$ cat src/rtl/clnw_pkg.sv
// Shared types, constants and the init command table for the LCD nibble writer.
`timescale 1ns / 1ps
`default_nettype none

package clnw_pkg;

  localparam int unsigned MAX_DIGITS = 5;
  localparam int unsigned DCNT_W     = $clog2(MAX_DIGITS + 1);
  localparam int unsigned VALUE_W    = 15;
  localparam int unsigned OP_W       = 2;
  localparam int unsigned NIBBLE_W   = 4;

  localparam logic [7:0] HIGH_NIBBLE_MASK = 8'hF0;
  localparam logic [7:0] CMD_ENTRY_LEFT   = 8'h04;
  localparam logic [7:0] CMD_ENTRY_RIGHT  = 8'h06;
  localparam logic [7:0] ASCII_ZERO       = 8'd48;
  localparam logic [7:0] CMD_HOME         = 8'h02;
  localparam logic [7:0] CMD_FUNC_4BIT    = 8'h28;
  localparam logic [7:0] CMD_DISPLAY_ON   = 8'h0C;

  // floor(v / 10) == (v * 52429) >> 19 for every 15-bit v
  localparam logic [15:0] DIV10_RECIP = 16'd52429;
  localparam int unsigned DIV10_SHIFT = 19;

  typedef enum logic [OP_W-1:0] {
    OP_CMD  = 2'd0,
    OP_DATA = 2'd1,
    OP_NUM  = 2'd2,
    OP_INIT = 2'd3
  } clnw_op_e;

  typedef enum logic [2:0] {
    SRC_VALUE,
    SRC_ENTRY_LEFT,
    SRC_DIGIT,
    SRC_ENTRY_RIGHT,
    SRC_INIT
  } clnw_src_e;

  typedef struct packed {
    logic      load_value;
    logic      load_byte;
    clnw_src_e src;
    logic [1:0] init_idx;
    logic      emit;
    logic      emit_hi;
    logic      emit_rs;
    logic      emit_last;
  } clnw_cmd_t;

  typedef struct packed {
    logic out_free;
    logic value_zero;
  } clnw_status_t;

  function automatic logic [7:0] init_byte(input logic [1:0] idx);
    logic [7:0] b;
    unique case (idx)
      2'd0: b = CMD_HOME;
      2'd1: b = CMD_FUNC_4BIT;
      2'd2: b = CMD_ENTRY_RIGHT;
      2'd3: b = CMD_DISPLAY_ON;
      default: b = CMD_HOME;
    endcase
    return b;
  endfunction

endpackage

`default_nettype wire

$ cat src/rtl/clnw_ctrl.sv
// Sequencer that walks each item through its bytes and nibble strobes.
`timescale 1ns / 1ps
`default_nettype none

module clnw_ctrl
  import clnw_pkg::*;
(
  input  wire logic                 clk_i,
  input  wire logic                 rst_ni,
  input  wire logic                 in_valid_i,
  output logic                      in_stall_o,
  input  wire logic [OP_W-1:0]      op_i,
  input  wire clnw_status_t         status_i,
  output clnw_cmd_t                 cmd_o
);

  typedef enum logic [3:0] {
    ST_IDLE = 4'b0001,
    ST_BYTE = 4'b0010,
    ST_HI   = 4'b0100,
    ST_LO   = 4'b1000
  } state_e;

  state_e            state_q, state_d;
  clnw_op_e          op_q, op_d;
  logic              rs_q, rs_d;
  logic              last_q, last_d;
  logic [1:0]        init_idx_q, init_idx_d;
  logic [DCNT_W-1:0] dcnt_q, dcnt_d;
  logic              entry_done_q, entry_done_d;

  assign in_stall_o = (state_q != ST_IDLE);

  always_comb begin
    state_d      = state_q;
    op_d         = op_q;
    rs_d         = rs_q;
    last_d       = last_q;
    init_idx_d   = init_idx_q;
    dcnt_d       = dcnt_q;
    entry_done_d = entry_done_q;

    cmd_o.load_value = 1'b0;
    cmd_o.load_byte  = 1'b0;
    cmd_o.src        = SRC_VALUE;
    cmd_o.init_idx   = init_idx_q;
    cmd_o.emit       = 1'b0;
    cmd_o.emit_hi    = 1'b0;
    cmd_o.emit_rs    = rs_q;
    cmd_o.emit_last  = 1'b0;

    unique case (state_q)
      ST_IDLE: begin
        if (in_valid_i) begin
          cmd_o.load_value = 1'b1;
          op_d             = clnw_op_e'(op_i);
          init_idx_d       = 2'd0;
          dcnt_d           = '0;
          entry_done_d     = 1'b0;
          state_d          = ST_BYTE;
        end
      end
      ST_BYTE: begin
        cmd_o.load_byte = 1'b1;
        state_d         = ST_HI;
        unique case (op_q)
          OP_CMD: begin
            cmd_o.src = SRC_VALUE;
            rs_d      = 1'b0;
            last_d    = 1'b1;
          end
          OP_DATA: begin
            cmd_o.src = SRC_VALUE;
            rs_d      = 1'b1;
            last_d    = 1'b1;
          end
          OP_NUM: begin
            if (!entry_done_q) begin
              cmd_o.src    = SRC_ENTRY_LEFT;
              rs_d         = 1'b0;
              last_d       = 1'b0;
              entry_done_d = 1'b1;
            end else if (status_i.value_zero || dcnt_q == DCNT_W'(MAX_DIGITS)) begin
              cmd_o.src = SRC_ENTRY_RIGHT;
              rs_d      = 1'b0;
              last_d    = 1'b1;
            end else begin
              cmd_o.src = SRC_DIGIT;
              rs_d      = 1'b1;
              last_d    = 1'b0;
              dcnt_d    = dcnt_q + DCNT_W'(1);
            end
          end
          OP_INIT: begin
            cmd_o.src  = SRC_INIT;
            rs_d       = 1'b0;
            last_d     = (init_idx_q == 2'd3);
            init_idx_d = init_idx_q + 2'd1;
          end
          default: begin
            cmd_o.src = SRC_VALUE;
          end
        endcase
      end
      ST_HI: begin
        if (status_i.out_free) begin
          cmd_o.emit    = 1'b1;
          cmd_o.emit_hi = 1'b1;
          state_d       = ST_LO;
        end
      end
      ST_LO: begin
        if (status_i.out_free) begin
          cmd_o.emit      = 1'b1;
          cmd_o.emit_last = last_q;
          state_d         = last_q ? ST_IDLE : ST_BYTE;
        end
      end
      default: begin
        state_d = ST_IDLE;
      end
    endcase
  end

  always_ff @(posedge clk_i or negedge rst_ni) begin
    if (!rst_ni) begin
      state_q      <= ST_IDLE;
      op_q         <= OP_CMD;
      rs_q         <= 1'b0;
      last_q       <= 1'b0;
      init_idx_q   <= 2'd0;
      dcnt_q       <= '0;
      entry_done_q <= 1'b0;
    end else begin
      state_q      <= state_d;
      op_q         <= op_d;
      rs_q         <= rs_d;
      last_q       <= last_d;
      init_idx_q   <= init_idx_d;
      dcnt_q       <= dcnt_d;
      entry_done_q <= entry_done_d;
    end
  end

endmodule

`default_nettype wire

$ cat src/rtl/clnw_dp.sv
// Value and byte registers, digit extraction and the output nibble register.
`timescale 1ns / 1ps
`default_nettype none

module clnw_dp
  import clnw_pkg::*;
(
  input  wire logic                clk_i,
  input  wire logic                rst_ni,
  input  wire logic [VALUE_W-1:0]  value_i,
  input  wire clnw_cmd_t           cmd_i,
  output clnw_status_t             status_o,
  output logic                     out_valid_o,
  input  wire logic                out_stall_i,
  output logic [NIBBLE_W-1:0]      nibble_o,
  output logic                     register_select_o,
  output logic                     last_nibble_o
);

  logic [VALUE_W-1:0]  value_q, value_d;
  logic [7:0]          byte_q, byte_d;
  logic                out_valid_q, out_valid_d;
  logic [NIBBLE_W-1:0] nibble_q, nibble_d;
  logic                rs_q, rs_d;
  logic                last_q, last_d;

  logic [30:0]         prod;
  logic [11:0]         quot;
  logic [VALUE_W-1:0]  quot_x10;
  logic [VALUE_W-1:0]  rem_full;
  logic [3:0]          digit;

  // divide by ten through the reciprocal, remainder by back-multiply
  assign prod     = 31'(value_q) * 31'(DIV10_RECIP);
  assign quot     = prod[30:DIV10_SHIFT];
  assign quot_x10 = {quot, 3'b000} + VALUE_W'({quot, 1'b0});
  assign rem_full = value_q - quot_x10;
  assign digit    = rem_full[3:0];

  assign status_o.out_free   = !out_valid_q || !out_stall_i;
  assign status_o.value_zero = (value_q == '0);

  always_comb begin
    value_d = value_q;
    byte_d  = byte_q;
    if (cmd_i.load_value) begin
      value_d = value_i;
    end
    if (cmd_i.load_byte) begin
      unique case (cmd_i.src)
        SRC_VALUE:       byte_d = value_q[7:0];
        SRC_ENTRY_LEFT:  byte_d = CMD_ENTRY_LEFT;
        SRC_DIGIT: begin
          byte_d  = ASCII_ZERO + {4'b0000, digit};
          value_d = VALUE_W'(quot);
        end
        SRC_ENTRY_RIGHT: byte_d = CMD_ENTRY_RIGHT;
        SRC_INIT:        byte_d = init_byte(cmd_i.init_idx);
        default:         byte_d = byte_q;
      endcase
    end
  end

  always_comb begin
    out_valid_d = out_valid_q;
    nibble_d    = nibble_q;
    rs_d        = rs_q;
    last_d      = last_q;
    if (cmd_i.emit) begin
      out_valid_d = 1'b1;
      nibble_d    = cmd_i.emit_hi ? 4'((byte_q & HIGH_NIBBLE_MASK) >> 4) : byte_q[3:0];
      rs_d        = cmd_i.emit_rs;
      last_d      = cmd_i.emit_last;
    end else if (!out_stall_i) begin
      out_valid_d = 1'b0;
    end
  end

  always_ff @(posedge clk_i or negedge rst_ni) begin
    if (!rst_ni) begin
      out_valid_q <= 1'b0;
    end else begin
      out_valid_q <= out_valid_d;
    end
  end

  always_ff @(posedge clk_i) begin
    value_q  <= value_d;
    byte_q   <= byte_d;
    nibble_q <= nibble_d;
    rs_q     <= rs_d;
    last_q   <= last_d;
  end

  assign out_valid_o       = out_valid_q;
  assign nibble_o          = nibble_q;
  assign register_select_o = rs_q;
  assign last_nibble_o     = last_q;

endmodule

`default_nettype wire

$ cat src/rtl/char_lcd_nibble_writer.sv
// Top level of the 4-bit character LCD writer.
// One item is taken at a time: a command or data byte, a decimal number or the init
// sequence, sent as nibble beats (high nibble first) with register select and a last flag
// on the final beat. Every byte goes through byte select, then its high and low nibble pass
// through the output register, after a step that accepts the item; output stall holds them.
// A command or character is one byte, the init sequence four, and a number one byte per
// digit (up to five) between two entry-mode commands. Digits come from a reciprocal divide by ten.
`timescale 1ns / 1ps
`default_nettype none

module char_lcd_nibble_writer
  import clnw_pkg::*;
(
  input  wire logic                clk_i,
  input  wire logic                rst_ni,
  input  wire logic                in_valid_i,
  output logic                     in_stall_o,
  input  wire logic [OP_W-1:0]     op_i,
  input  wire logic [VALUE_W-1:0]  value_i,
  output logic                     out_valid_o,
  input  wire logic                out_stall_i,
  output logic [NIBBLE_W-1:0]      nibble_o,
  output logic                     register_select_o,
  output logic                     last_nibble_o
);

  clnw_cmd_t    cmd;
  clnw_status_t status;

  clnw_ctrl u_ctrl (
    .clk_i      (clk_i),
    .rst_ni     (rst_ni),
    .in_valid_i (in_valid_i),
    .in_stall_o (in_stall_o),
    .op_i       (op_i),
    .status_i   (status),
    .cmd_o      (cmd)
  );

  clnw_dp u_dp (
    .clk_i             (clk_i),
    .rst_ni            (rst_ni),
    .value_i           (value_i),
    .cmd_i             (cmd),
    .status_o          (status),
    .out_valid_o       (out_valid_o),
    .out_stall_i       (out_stall_i),
    .nibble_o          (nibble_o),
    .register_select_o (register_select_o),
    .last_nibble_o     (last_nibble_o)
  );

endmodule

`default_nettype wire

$ cat config.mk
export PLATFORM = sky130hd
export DESIGN_NAME = char_lcd_nibble_writer
export DESIGN_NICKNAME = d
export VERILOG_FILES = /design/src/rtl/clnw_pkg.sv /design/src/rtl/clnw_ctrl.sv /design/src/rtl/clnw_dp.sv /design/src/rtl/char_lcd_nibble_writer.sv
export SDC_FILE = /design/constraint.sdc
export NUM_CORES = 1
export LEC_CHECK = 0
export BUFFER_PORTS_ARGS = -buffer_cell sky130_fd_sc_hd__buf_2
export CAP_MARGIN = 10
export CORE_MARGIN = 5
export CORE_UTILIZATION = 55
export DETAILED_ROUTE_END_ITERATION = 16
export HOLD_SLACK_MARGIN = 0.12
export PLACE_DENSITY = 0.73
export SETUP_SLACK_MARGIN = 0.1
export SLEW_MARGIN = 20
export SYNTH_ARGS = -nofsm -noshare
export SYNTH_HDL_FRONTEND = slang
export SYNTH_SLANG_ARGS = --single-unit
$ cat constraint.sdc
create_clock -name clk_i -period 14.5 [get_ports clk_i]
set_input_delay 0.725 -clock clk_i [delete_from_list [all_inputs] [get_ports clk_i]]
set_output_delay 0.725 -clock clk_i [all_outputs]
set_load 0.01 [all_outputs]
-- After elaboration in Yosys (flattened, before gate mapping)
Index checks and enable logic that the tools add are counted.
- $add $sub $neg: 5
- multiply operators: 1
- equal/unequal tests: 24
- muxes and demuxes: 40
- reductions and logical operators: 19
- operators by type and width (cell ; count):
    $mux W15 ; 3
    $pmux W8 S5 ; 1
    $pmux W8 S4 ; 1
    $mul A15 B16 Y31 const B ; 1
    $mux W4 ; 5
    $pmux W4 S4 ; 1
    $logic_not A15 Y1 ; 1
    $mux W3 ; 5
    $mux W1 ; 13
    $ne A2 B2 Y1 const B ; 5
    $pmux W3 S3 ; 1
    $reduce_and A3 Y1 ; 3
    $eq A2 B2 Y1 const B ; 4
    $mux W2 ; 4
    $add A6 B4 Y7 const A ; 1
    $eq A3 B2 Y1 const B ; 2
    $eq A3 B3 Y1 const B ; 2
    $ne A2 B1 Y1 const B ; 3
    $pmux W1 S3 ; 2
    $pmux W3 S2 ; 1
    $reduce_and A2 Y1 ; 3
    $reduce_and A5 Y1 ; 1
    $reduce_bool A5 Y1 ; 1
    $add A4 B4 Y4 ; 1
    other kinds (18) ; 24
- bits in registers: 44
- input port bits: 21
- output and inout port bits: 8
- logic and storage cells: 102

-- Longest topological paths before layout
Gate-level depths: netlist (run 1).
- depth in word-level cells: 9
- gate-level depth with buffers: 25
- gate-level depth less buffers: 25

-- Modules after synthesis
Synthesis (run 1) repeated with hierarchy kept, for this count alone.
- cell total of the unflattened synthesis: 666
- area, all modules: 6371.1 um^2
- modules (own cells, without submodules) (module ; times used ; cells an instance ; area an instance (um^2) ; seq. area each (um^2)):
    clnw_dp ; 1 ; 567 ; 5459.0 ; 745.7
    clnw_ctrl ; 1 ; 99 ; 912.1 ; 351.6

-- Least setup slack after synthesis (run 1)
No wires, ideal clock.
- path kind: reg-to-reg
- start: register u_dp.value_q[13]
- end: register u_dp.byte_q[3] (data pin)
- library setup time: 0.254 ns
- arrival time: 5.593 ns
- required time: 14.246 ns
- path slack: 8.654 ns
- cell stages (with the launch flop): 25
- buffers on the path: 0
- period minus slack after synthesis: 5.846 ns
- cells stage by stage: dfxtp_1 inv_1 ha_1 inv_1 fa_1 inv_1 fa_1 fa_1 inv_1 fa_1 inv_1 fa_1 inv_1 ha_1 a21oi_2 a21oi_1 o21ai_0 o21bai_1 nand2_1 xor2_1 ha_1 xor2_1 xnor3_1 xor2_1 a21o_1
- longest elaborated chain between the ends: 8
- elaborated cells on any way between the ends: 16
- classes of those cells: add/sub (3); mul (1); eq/ne (4); mux (5); reduce/logical (3)
- ends and longest elaborated chain (element ; line ; text):
    start, declared ; clnw_dp.sv:20 ; logic [VALUE_W-1:0] value_q, value_d;
    start signal, assigned ; clnw_dp.sv:88 ; value_q <= value_d;
    parallel branches: the longest is 7 deep, another holds $mul A15 B16 Y31 ; - ;
    $pmux W8 S5 * ; clnw_dp.sv:50 ; unique case (cmd_i.src)
    end signal, assigned ; clnw_dp.sv:89 ; byte_q <= byte_d;
    end, declared ; clnw_dp.sv:21 ; logic [7:0] byte_q, byte_d;
Mark *: on every way between the ends.
A chain may end at the register's enable or synchronous reset.

-- Worst setup path after layout (run 1)
- start: register u_dp.value_q[6]
- end: register u_dp.byte_q[3] (data pin)
Same word-level chain as after synthesis.

==> results of run 1 <==
[layout make-up]
type / count / area, um2
Clock inverter: 3 / 42.54
Clock buffer: 5 / 68.82
Tap cell: 140 / 175.2
Timing Repair Buffer: 29 / 147.6
Multi-Input combinational cell: 459 / 4478
Fill cell: 936 / 4377
Inverter: 121 / 454.2
Sequential cell: 44 / 1097
[per-stage QoR]
| step | cells | setup slack, ns | hold slack (ns) |
|---|---|---|---|
| after floorplan | 635 | 8.654 | 0.4256 |
| final | 801 | 7.865 | 0.3054 |
| after detailed placement | 793 | 7.903 | 0.4721 |
| after CTS | 801 | 7.875 | 0.3172 |
| after global placement | 793 | 8.232 | 0.4798 |
| after global routing | 801 | 7.448 | 0.3321 |
[cells in the final DEF, fill, tap and decap left out, types with 3 or more instances in the layout]
| cell type | n |
|---|---|
| a211oi_1 | 6 |
| a21o_1 | 14 |
| a21oi_1 | 27 |
| a31oi_1 | 3 |
| and2_1 | 4 |
| and3_1 | 3 |
| and4_1 | 3 |
| buf_2 | 28 |
| clkbuf_8 | 5 |
| dfrtp_1 | 14 |
| dfxtp_1 | 15 |
| edfxtp_1 | 14 |
| fa_1 | 54 |
| ha_1 | 133 |
| inv_1 | 121 |
| mux2_2 | 4 |
| mux2i_1 | 9 |
| nand2_1 | 41 |
| nand3_1 | 12 |
| nor2_1 | 29 |
| nor3_1 | 10 |
| o211ai_1 | 4 |
| o21a_1 | 4 |
| o21ai_0 | 21 |
| o21ai_1 | 5 |
| o22ai_1 | 6 |
| or2_2 | 5 |
| xnor2_1 | 12 |
| xor2_1 | 12 |
[worst paths after layout]
path / slack (ns) / cells after the start / to / start
setup / recovery: 7.87 / 22 / u_dp.byte_q[3] / u_dp.value_q[6]
hold / removal: 0.31 / 1 / u_dp.out_valid_o / rst_ni
setup reg to reg: 7.87 / 22 / u_dp.byte_q[3] / u_dp.value_q[6]
hold reg to reg: 0.48 / 0 / u_dp.register_select_o / u_ctrl.rs_q
max in group asynchronous: 13.90 / 1 / u_ctrl.state_q[0] / rst_ni
min in group clk_i: 0.48 / 0 / u_dp.register_select_o / u_ctrl.rs_q
[cell usage after synthesis (3+ instances only)]
cell | number | area (um2)
and2_1 | 4 | 25.02
nand3_1 | 12 | 60.06
xor2_1 | 12 | 105.1
xnor2_1 | 12 | 105.1
a21oi_1 | 27 | 135.1
o21ai_0 | 21 | 105.1
buf_2 | 5 | 25.02
fa_1 | 54 | 1081
or2_2 | 5 | 31.28
and4_1 | 3 | 26.28
nand2_1 | 41 | 153.9
mux2i_1 | 9 | 90.09
o211ai_1 | 4 | 30.03
o21a_1 | 4 | 30.03
nor2_1 | 29 | 108.9
a211oi_1 | 6 | 45.04
mux2_2 | 4 | 45.04
a21o_1 | 14 | 105.1
nor3_1 | 10 | 50.05
ha_1 | 133 | 1664
o21ai_1 | 5 | 25.02
clkbuf_1 | 6 | 22.52
inv_1 | 121 | 454.2
a31oi_1 | 3 | 18.77
o22ai_1 | 6 | 37.54
edfxtp_1 | 14 | 420.4
and3_1 | 3 | 18.77
dfrtp_1 | 14 | 350.3
dfxtp_1 | 15 | 300.3
[worst max-delay path, stage by stage (launching register included)]
cell      delay, ns
dfxtp_1        0.54
inv_1          0.15
ha_1           0.41
xnor2_1        0.35
fa_1           0.54
fa_1           0.57
inv_1          0.06
fa_1           0.54
inv_1          0.06
fa_1           0.54
inv_1          0.05
ha_1           0.32
a21oi_2        0.21
a21oi_1        0.10
o21ai_0        0.23
o21bai_1       0.18
nand2_1        0.09
xor2_1         0.31
ha_1           0.23
xor2_1         0.20
xnor3_1        0.36
xor2_1         0.16
a21o_1         0.17
[metal layers]
layer,wire length [um],GRT usage
met1,5848,0.2675
met2,6497,0.3696
met3,687,0.03632
met4,153,0.03834
met5,0,0
[state kept, by name (all words and copies together), names as in the netlist, 2 cells and up]
register,count
u_dp.nibble_o,4
u_ctrl.init_idx_q,2
u_dp.value_q,15
u_dp.byte_q,8
u_ctrl.dcnt_q,3
u_ctrl.op_q,2
u_ctrl.state_q,4
[cell families (layout without fill, tap and decap cells)]
| kind of cell | Yosys count | in the layout | synth area share |
|---|---|---|---|
| xor+xnor | 25 | 25 | 0.03829 |
| compound gates | 116 | 116 | 0.1320 |
| flops | 44 | 44 | 0.1806 |
| mux | 13 | 13 | 0.02224 |
| fa+ha+maj | 187 | 187 | 0.4517 |
| buf+inv | 132 | 158 | 0.08256 |
| simple gates | 118 | 118 | 0.09265 |
==> results.json, run 1 <==
{
  "outcome": "finished clean",
  "gp_congestion": 0.9367,
  "ys_seq_elements": 44,
  "synth-edff-count": 14,
  "first_pass_iters": 5,
  "yosysSeqAreaShare": 0.1806,
  "clock_skew_ns": 0.006503,
  "placed_cell_area_mm2": 0.006352,
  "syn_avg_cell_area_um2": 9.570,
  "antenna_left": 0,
  "synth_cells": 635,
  "core_area_mm2": 0.01084,
  "worstSetupEndpointType": "register",
  "arrival_ns": 6.71,
  "io_buffers": 28,
  "clock_sinks": 44,
  "period_needed_ns": 6.635,
  "antenna_found_initial": 0,
  "clk_pin_slew_ns": 0.09,
  "drc_errors": 0,
  "dp_hpwl_um": 11280,
  "grt_usage": 0.2078,
  "async_flop_share": 0.3409,
  "clockBufferDepth": 2,
  "hold_viol_final": 0,
  "fmax_mhz": 150.7,
  "cts_setup_buffers": 0,
  "grt_pass1_vias": 4735,
  "via_per_inst": 5.659,
  "drt-wirelength-per-cell_um": 16.46,
  "cp_max_fo": 8,
  "yosysWarnings": 0,
  "dieArea_mm2": 0.01325,
  "ios": 29,
  "postCtsHoldBufs": 0,
  "drive_above_1_share": 0.08472,
  "drv_cap": 0,
  "slew_headroom": 0.3537,
  "cts_tree": "yes",
  "tns_ns": 0,
  "clk_latency_ns": 0.31,
  "setup_violations": 0,
  "synthToLayoutAreaGrowth_pct": 6.362,
  "synthDistinctLibCells": 57,
  "rsz0062_at_grt": "false",
  "syn_area_mm2": 0.006077,
  "grt_pass1_wl_um": 21940,
  "synth_nets": 843,
  "postCtsResizedCells": 0,
  "final_max_slew_viol_count": 0,
  "worst_setup_path_start_kind": "register",
  "period_share": 0.4576,
  "cts-root-buf": "clkbuf_8",
  "die_x_um": 115.1,
  "cp.required_ns": 14.57,
  "worst_pin_slew_ns": 0.9694,
  "cts_buffers": 5,
  "nets": 868,
  "gr-total-overflow": 0,
  "design_area_mm2": 0.006464,
  "antenna_cells": 0,
  "wirelength_um": 13190,
  "final_util": 0.5963,
  "crit_type": "register to register",
  "grt_start_max_net_pins": 31,
  "num_vias": 4533,
  "htreeDepth": 2,
  "drt_iter0_drc": 261,
  "synth_ff_type": "dfxtp_1",
  "worstHoldPathType": "primary input to asynchronous set/reset pin",
  "die_h_um": 115.1,
  "start_util": 0.5606,
  "rows": 38
}
Power of run 1 is left out: the tool's default activity adds up to more than one toggle a clock period on the data nets, which glitch-free logic cannot reach.
==> run 2, diff against run 1 <==
- PLACE_DENSITY: 0.73 -> 0.75
- clock period: 14.5 -> 5.4 ns (I/O delays scaled with it)
==> run 2 against run 1 <==
  * First-iteration DRC count grew 64%
  * Critical endpoint unchanged
  * Global-route usage grew 3.8 points
  * Flip-flop and latch count is the same
  * Via count grew 14%
  * The flow now finishes with violations (negative setup slack)
  * Critical path depth grew 3
==> results.json, run 2 (same netlist as run 1, synthesis figures left out) <==
{
  "outcome": "complete, but fails checks",
  "violations": "negative setup slack",
  "period_needed_ns": 5.819,
  "dp.cells": 877,
  "seq_area_mm2": 0.001115,
  "die_h_um": 115.1,
  "hold_viol_final": 0,
  "period_share": 1.078,
  "worstSetupEndpointType": "register",
  "clock_skew_ns": 0.01421,
  "htreeDepth": 2,
  "cp.required_ns": 5.45,
  "grt_pass1_vias": 5460,
  "r2r_setup_slack_ns": -0.42,
  "cts_tree": "yes",
  "antenna_cells": 0,
  "dp_hpwl_um": 12480,
  "top_regs": "u_dp.value_q: 15 flops, u_dp.byte_q: 8 flops",
  "rsz0062_at_grt": "true",
  "cts_buffers": 5,
  "setup_violations": 12,
  "via_per_inst": 5.639,
  "gr-total-overflow": 0,
  "worst_slack_ns": -0.4190,
  "dieArea_mm2": 0.01325,
  "die_x_um": 115.1,
  "drive_above_1_share": 0.3424,
  "worst_pin_slew_ns": 1.043,
  "cts-root-buf": "clkbuf_8",
  "worstHoldPathType": "primary input to register",
  "fmax_mhz": 171.8,
  "grt_pass1_wl_um": 25760,
  "grt_usage": 0.2461,
  "rows": 38,
  "arrival_ns": 5.87,
  "mostFrequentLayoutCells": "ha_1, inv_1, buf_4",
  "regMostFlops": "u_dp.value_q",
  "slew_headroom": 0.3045,
  "antenna_left": 0,
  "clk_latency_ns": 0.30,
  "fill_cells": 751,
  "start_util": 0.5606,
  "grt_start_max_net_pins": 31,
  "nets": 981,
  "wirelength_um": 16770,
  "core_area_mm2": 0.01084,
  "clock_sinks": 44,
  "ios": 29,
  "io_buffers": 28,
  "min_path_cells": 3,
  "final_max_slew_viol_count": 0,
  "clockBufferDepth": 2,
  "synthToLayoutAreaGrowth_pct": 29.92,
  "stdcell_count": 914,
  "antenna_found_initial": 0,
  "drt_iter0_drc": 429,
  "layout.cells.most_common": "ha_1",
  "r2r_cells": 25,
  "drt-wirelength-per-cell_um": 18.34,
  "drv_cap": 0,
  "largest_register_ffs": 15,
  "gp_congestion": 0.9024,
  "worst_setup_path_start_kind": "register",
  "crit_type": "register to register",
  "multiInputGateArea_mm2": 0.005019,
  "first_pass_iters": 4,
  "cp_max_fo": 3,
  "clk_pin_slew_ns": 0.09,
  "num_vias": 5154,
  "drc_errors": 0
}
run 2: changes by cell type in the layout (fill, tap and decap cells not counted), sizes merged:
cell / change
buf: +112
clkbuf: +1
inv: +1
dlygate4sd3: +1
bufinv: -1
clkinv: -1
run 2: what timing repair did:
item | in CTS | in global routing
setup endpoints to repair | 14 | 15
hold endpoints to repair | 14 | 0
hold buffers | 1 | 0
setup buffers | 19 | 15
resized for setup | 59 | 39
pin swaps | 44 | 38
run 2: final timing paths:
path / start / endpoint
worst max-delay path: u_dp.value_q[4] / u_dp.byte_q[3]
worst min-delay path: op_i[1] / u_ctrl.op_q[1]
worst max register to register: u_dp.value_q[4] / u_dp.byte_q[3]
worst min register to register: u_ctrl.rs_q / u_dp.register_select_o
max in group asynchronous: rst_ni / u_ctrl.state_q[0]
min in group asynchronous: rst_ni / u_dp.out_valid_o
run 2: worst max-delay path, stage by stage (launching register included):
cell and delay [ns]:
dfxtp_2 0.34, inv_2 0.06, ha_4 0.26, inv_2 0.04, fa_1 0.59, inv_2 0.05
a21oi_2 0.13, nor2_1 0.06, ha_1 0.29, fa_2 0.54, inv_2 0.04, fa_2 0.33
fa_2 0.53, inv_2 0.05, ha_4 0.16, a211o_1 0.32, a221oi_2 0.23, o221ai_2 0.17
o21bai_2 0.18, nand2_2 0.11, xor2_4 0.18, ha_4 0.18, xor2_2 0.15, xnor3_1 0.25
xor2_1 0.15, a21o_1 0.18
run 2: final cells by class:
type | instances | share of cell area
clock buffer | 6 | 0.009192
clock inverter | 2 | 0.001426
inverter | 121 | 0.05753
multi-input combinational | 459 | 0.6357
sequential | 44 | 0.1412
tap | 140 | 0.02219
timing repair buffer | 142 | 0.1328
run 2: layer usage:
metal | share of wire | global-route usage | routed length [um]
met5 | 0 | 0 | 0
met4 | 0.032 | 0.07042 | 531
met3 | 0.052 | 0.02474 | 864
met2 | 0.52 | 0.4572 | 8774
met1 | 0.39 | 0.3010 | 6597
run 2: metrics by stage:
step	hold slack (ns)	util	setup TNS [ns]	area [um2]	worst slack [ns]
5_1_grt	0.1815	0.7283	-4.774	7895	-0.5637
6_report	0.1525	0.7283	-2.436	7895	-0.4190
4_1_cts	0.1547	0.7046	-1.407	7639	-0.3545
3_5_place_dp	0.1899	0.6562	-2.387	7113	-0.5421
3_3_place_gp	0.1831	0.6562	-1.215	7113	-0.4221
2_1_floorplan	-0.02559	-	-0.2190	6207	-0.2190
Power of run 2 is left out for the same reason.
